[config.mk]
export PLATFORM = sky130hd
export DESIGN_NAME = lesf_side
export DESIGN_NICKNAME = d
export VERILOG_FILES = /design/src/rtl/lesf_pkg.sv /design/src/rtl/lesf_side.sv
export SDC_FILE = /design/constraint.sdc
export NUM_CORES = 1
export LEC_CHECK = 0
export BUFFER_PORTS_ARGS = -buffer_cell sky130_fd_sc_hd__buf_2
export CAP_MARGIN = 20
export CORE_MARGIN = 2
export CORE_UTILIZATION = 59
export DETAILED_ROUTE_END_ITERATION = 6
export PLACE_DENSITY = 0.95
export SYNTH_ARGS = -nofsm -noshare
export SYNTH_HDL_FRONTEND = slang
export SYNTH_SLANG_ARGS = --single-unit
[constraint.sdc]
create_clock -name vclk -period 24.9
set_input_delay 1.245 -clock vclk [all_inputs]
set_output_delay 1.245 -clock vclk [all_outputs]
set_load 0.05 [all_outputs]
[src/rtl/lesf_pkg.sv]
package lesf_pkg;

  localparam int unsigned CharW = 8;
  localparam int unsigned ColW  = 10;
  localparam int unsigned RowW  = 16;
  localparam int unsigned SideW = 11;

  // Largest side a square can have, and the widest row the column counter covers.
  localparam int unsigned SideCap = 1024;

  typedef logic [CharW-1:0] char_t;
  typedef logic [ColW-1:0]  col_t;
  typedef logic [RowW-1:0]  row_t;
  typedef logic [SideW-1:0] side_t;

  // Register index, taken from the word address bit of the configuration port.
  typedef enum logic {
    RegObstacle = 1'b0,
    RegWidth    = 1'b1
  } reg_idx_e;

  // Sides of the three neighbors of the current cell, already masked at map edges.
  typedef struct packed {
    side_t up;
    side_t diag;
    side_t left;
  } nbr_t;

  // Position of the current cell.
  typedef struct packed {
    row_t row;
    col_t col;
  } pos_t;

  // Candidate for the best square, found at the current cell.
  typedef struct packed {
    logic  update;
    row_t  row;
    col_t  col;
  } cand_t;

endpackage

[src/rtl/lesf_side.sv]
module lesf_side (
  input  lesf_pkg::char_t cell_char_i,
  input  lesf_pkg::char_t obstacle_i,
  input  lesf_pkg::nbr_t  nbr_i,
  input  lesf_pkg::pos_t  pos_i,
  input  lesf_pkg::side_t best_side_i,
  output lesf_pkg::side_t side_o,
  output lesf_pkg::cand_t cand_o
);

  localparam int unsigned SideW = lesf_pkg::SideW;
  localparam int unsigned RowW  = lesf_pkg::RowW;
  localparam int unsigned ColW  = lesf_pkg::ColW;

  lesf_pkg::side_t min_ud;
  lesf_pkg::side_t min_all;
  logic [SideW:0]  side_inc;
  lesf_pkg::side_t side;
  lesf_pkg::side_t side_m1;

  always_comb begin
    min_ud   = (nbr_i.up < nbr_i.diag) ? nbr_i.up : nbr_i.diag;
    min_all  = (min_ud < nbr_i.left) ? min_ud : nbr_i.left;
    side_inc = {1'b0, min_all} + (SideW+1)'(1);
    if (cell_char_i == obstacle_i) begin
      side = '0;
    end else if (side_inc > (SideW+1)'(lesf_pkg::SideCap)) begin
      side = SideW'(lesf_pkg::SideCap);
    end else begin
      side = side_inc[SideW-1:0];
    end
    side_m1 = side - SideW'(1);
  end

  always_comb begin
    side_o        = side;
    cand_o.update = side > best_side_i;
    // The top-left corner clamps at zero where the square would reach past the map edge.
    if ({1'b0, pos_i.row} >= (RowW+1)'(side_m1)) begin
      cand_o.row = pos_i.row - RowW'(side_m1);
    end else begin
      cand_o.row = '0;
    end
    if ({1'b0, pos_i.col} >= side_m1) begin
      cand_o.col = ColW'({1'b0, pos_i.col} - side_m1);
    end else begin
      cand_o.col = '0;
    end
  end

endmodule
* Word-level counts from Yosys, hierarchy flattened
Cells that the tools add are included.
Word-level totals: register bits after elaboration 0, output and inout port bits 38, logic and storage cells 17
Operators by class: add/sub/neg operators 4, magnitude comparators 6, equal/unequal tests 1, mux-type cells 6
Operator list (count):
- 11-bit 2-to-1 mux | 4
- 11-bit < comparator | 2
- 16-bit by 11-bit >= comparator with 1-bit output | 1
- 16-bit 2-to-1 mux | 1
- 16-bit by 11-bit subtractor with 16-bit output | 1
- 11-bit by 1-bit adder with 12-bit output, second input constant | 1
- 12-bit by 11-bit greater-than comparator with 1-bit output, second input constant | 1
- 10-bit by 11-bit >= comparator with 1-bit output | 1
- 11-bit greater-than comparator | 1
- 11-bit by 1-bit subtractor with 11-bit output, second input constant | 1
- 10-bit 2-to-1 mux | 1
- 10-bit subtractor | 1
- 8-bit == test | 1

* Longest topological paths before layout
depth after elaboration 11, gate-level depth with buffers 47, mapped depth without buffers 38

* Least setup slack after synthesis
No wires, ideal clock.
path type input to output, start in nbr_i[15] (netlist bit), end out cand_o[0] (netlist bit), arrival time 11.413 ns, required time 23.655 ns, setup slack 12.242 ns, stages 41, buffers on the path 6, cell sequence clkbuf_1 -> inv_1 -> ha_1 -> a21oi_1 -> o21ai_1 -> a221oi_4 -> clkbuf_1 -> clkbuf_1 -> buf_2 -> o21ai_0 -> ha_1 -> a21oi_1 -> o21ai_0 -> a221oi_2 -> o21a_1 -> nand2_1 -> clkbuf_1 -> o21ai_0 -> [... 5 more ...] -> o2111ai_1 -> o22ai_1 -> o31ai_1 -> and2_1 -> nor2_1 -> xnor2_1 -> ha_1 -> o21ai_0 -> a21oi_1 -> o21ai_0 -> a21oi_1 -> o21a_1 -> nor2_1 -> o21ai_0 -> maj3_4 -> maj3_4 -> o21ai_2 -> a211oi_1
RTL lines:
- start, declared | line lesf_side.sv:4 | input lesf_pkg::nbr_t nbr_i,
- end, declared | line lesf_side.sv:8 | output lesf_pkg::cand_t cand_o

==> results.sh <==
export IMPL_ant_nets=0
export IMPL_cp_depth=41
export IMPL_port_buffer_count=124
export IMPL_hold_buffers=0
export IMPL_ys_types=68
export IMPL_seq_power_share_pct=0
export IMPL_seq_area_frac_synth_pct=0
export IMPL_top_usage_layer="met2"
export IMPL_period_minus_slack_ps=13130
export IMPL_cellPowerDensity_nw_per_um2=102
export IMPL_wl_mm=12.5
export IMPL_finalSetupViolCount=0
export IMPL_grt_max_degree=37
export IMPL_grt_use_met3_pct=1.17
export IMPL_antenna_cells=0
export IMPL_hold_violations=0
export IMPL_syn_avg_cell_area_um2=6.71
export IMPL_num_vias=4807
export IMPL_ctsResizeCount=0
export IMPL_p_leak_nw=2.15
export IMPL_arrival_ps=11890
export IMPL_die_y_um=85.0
export IMPL_grt_pass1_vias=4513
export IMPL_drv_slew=0
export IMPL_wl_per_cell_um=16.5
export IMPL_synthesis_area_um2=3870
export IMPL_yosys_area_top_type_share_pct=16.2
export IMPL_io_pin_count=124
export IMPL_start_util_pct=61.0
export IMPL_rows=29
export IMPL_areaGrowthSynthToFinish_pct=16.2
export IMPL_grt_overflow_total=0
export IMPL_fin_nets=819
export IMPL_path_class="primary input to output pin"
export IMPL_final_common_cell="buf_2"
export IMPL_crit_family="compound AO/OA/AOI/OAI gates"
export IMPL_required_ps=23650
export IMPL_tightest_slew_ps=852
export IMPL_place_area_um2=4500
export IMPL_worstHoldPathType="primary input to output pin"
export IMPL_post_route_util_pct=70.9
export IMPL_status="complete, no violations"
export IMPL_syn_nets=715
export IMPL_min_period_over_period_pct=52.7
export IMPL_grt_pass1_wl_mm=20.1
export IMPL_num_clock_buffers=0
export IMPL_path_max_fanout=36
export IMPL_p_int_mw=0.142
export IMPL_switching_share_pct=69.0
export IMPL_cp_num_buf_inv=5
export IMPL_clock_fmax_mhz=76.2
export IMPL_combPwrFrac_pct=100.0
export IMPL_cts_setup_buffers=0
export IMPL_holdPathStages=4
export IMPL_cp_start_kind="primary input"
export IMPL_cpPeakStageDelay_ps=740
export IMPL_slew_headroom_pct=41.8
export IMPL_slowest_stage="or4b_2"
export IMPL_drt_iter0_markers=297
export IMPL_clkPwrFrac_pct=0
export IMPL_drive_gt1_share_pct=22.2
export IMPL_synth_cells=577
export IMPL_die_area_um2=7230
export IMPL_layout_common_cells="buf_2, inv_1, ha_1, nand2_1"
export IMPL_core_um2=6350
export IMPL_synth_warnings=0
export IMPL_p_switching_mw=0.316
export IMPL_drtPass1Iterations=6
export IMPL_die_w_um=85.0
export IMPL_grtUsageMet1_pct=39.5
export IMPL_use_met2_pct=62.9
export IMPL_seq_cell_count=0
export IMPL_grtUsageTotal_pct=32.7
export IMPL_peakVddDrop_uv=139
export IMPL_synth_top_cell_by_area="ha_1"
export IMPL_gp_congestion=1.00
export IMPL_hpwlAfterDp_mm=10.5
export IMPL_fin_setup_tns_ps=0
export IMPL_cap_violations=0
export IMPL_register_area_um2=0
export IMPL_drc=0
export IMPL_synth_area_leaders="ha_1, xnor2_1, inv_1, o21ai_0, a21oi_1"
export IMPL_rsz0062_at_grt="no"
export IMPL_grt_antenna_before_repair=0
export IMPL_nFillCells=530
export IMPL_cp_end_kind="output pin"
export IMPL_fin_area_um2=4500
export IMPL_via_per_inst=6.36
-- cells by family (layout without fill, tap and decap cells) --
logic type	Yosys count	in the layout	share of synthesized area, %
xor+xnor	50	50	11.3
compound gates	167	167	29.8
simple gates	202	202	27.1
fa+ha+maj	56	56	18.4
mux	18	18	4.81
buf+inv	84	186	8.50
-- layout make-up --
cell class                      instances  area [µm²]  area share (%)
Multi-Input combinational cell        493        3540            78.7
Tap cell                               77        96.3            2.14
Inverter                               60         225            5.00
Timing Repair Buffer                  126         636            14.1
-- through the flow --
step	setup slack [ps]	cells	hold slack, ps	power, mW
2_1_floorplan	12240	577	2790	0.358
3_3_place_gp	12560	756	2930	0.438
3_5_place_dp	12080	756	2940	0.452
4_1_cts	12030	756	2940	0.454
5_1_grt	10630	756	2970	0.492
6_report	11770	756	2950	0.459
-- synth_stat cells (3+ instances only) --
library cell	number
o21bai_1	3
o31ai_1	5
nor2b_1	10
mux2i_1	13
a21oi_1	39
or4_1	3
a31o_2	3
nor2_1	41
a31oi_1	7
a211o_1	3
o21ai_0	41
or3_1	5
clkbuf_1	19
nand2_1	44
xnor2_1	33
inv_1	60
a2111oi_0	4
and2_1	5
buf_4	3
ha_1	50
a22oi_1	3
mux2_2	5
nand4_1	15
a2111oi_2	3
nor3_1	18
nand3_1	19
a211oi_1	12
o21a_1	12
nor4_1	14
and3_1	8
xor2_1	17
nand2b_1	8
-- per-layer routing --
metal	vias up	wire length [µm]
li1	2326	-
met3	28	944
met2	248	6320
met4	0	304
met5	-	0
met1	2205	4900
-- final timing paths --
path                  slack [ps]        end      start
worst max-delay path       11770  cand_o[6]  nbr_i[15]
worst min-delay path        2950  cand_o[9]   pos_i[9]
-- worst min-delay path: cells and delay by family --
family / cells / cell delay, ps
and+or+nand+nor: 1 / 70
AOI/OAI and AO/OA: 1 / 60
buffers and inverters: 2 / 340
-- power by group through the flow --
| stage | Combinational [mW] | Sequential (mW) | Clock, mW |
|---|---|---|---|
| floorplan | 0.358 | 0 | 0 |
| global placement | 0.438 | 0 | 0 |
| detailed placement | 0.452 | 0 | 0 |
| CTS | 0.454 | 0 | 0 |
| global route | 0.492 | 0 | 0 |
| finish | 0.459 | 0 | 0 |
Power figures use the tool's default switching activity.
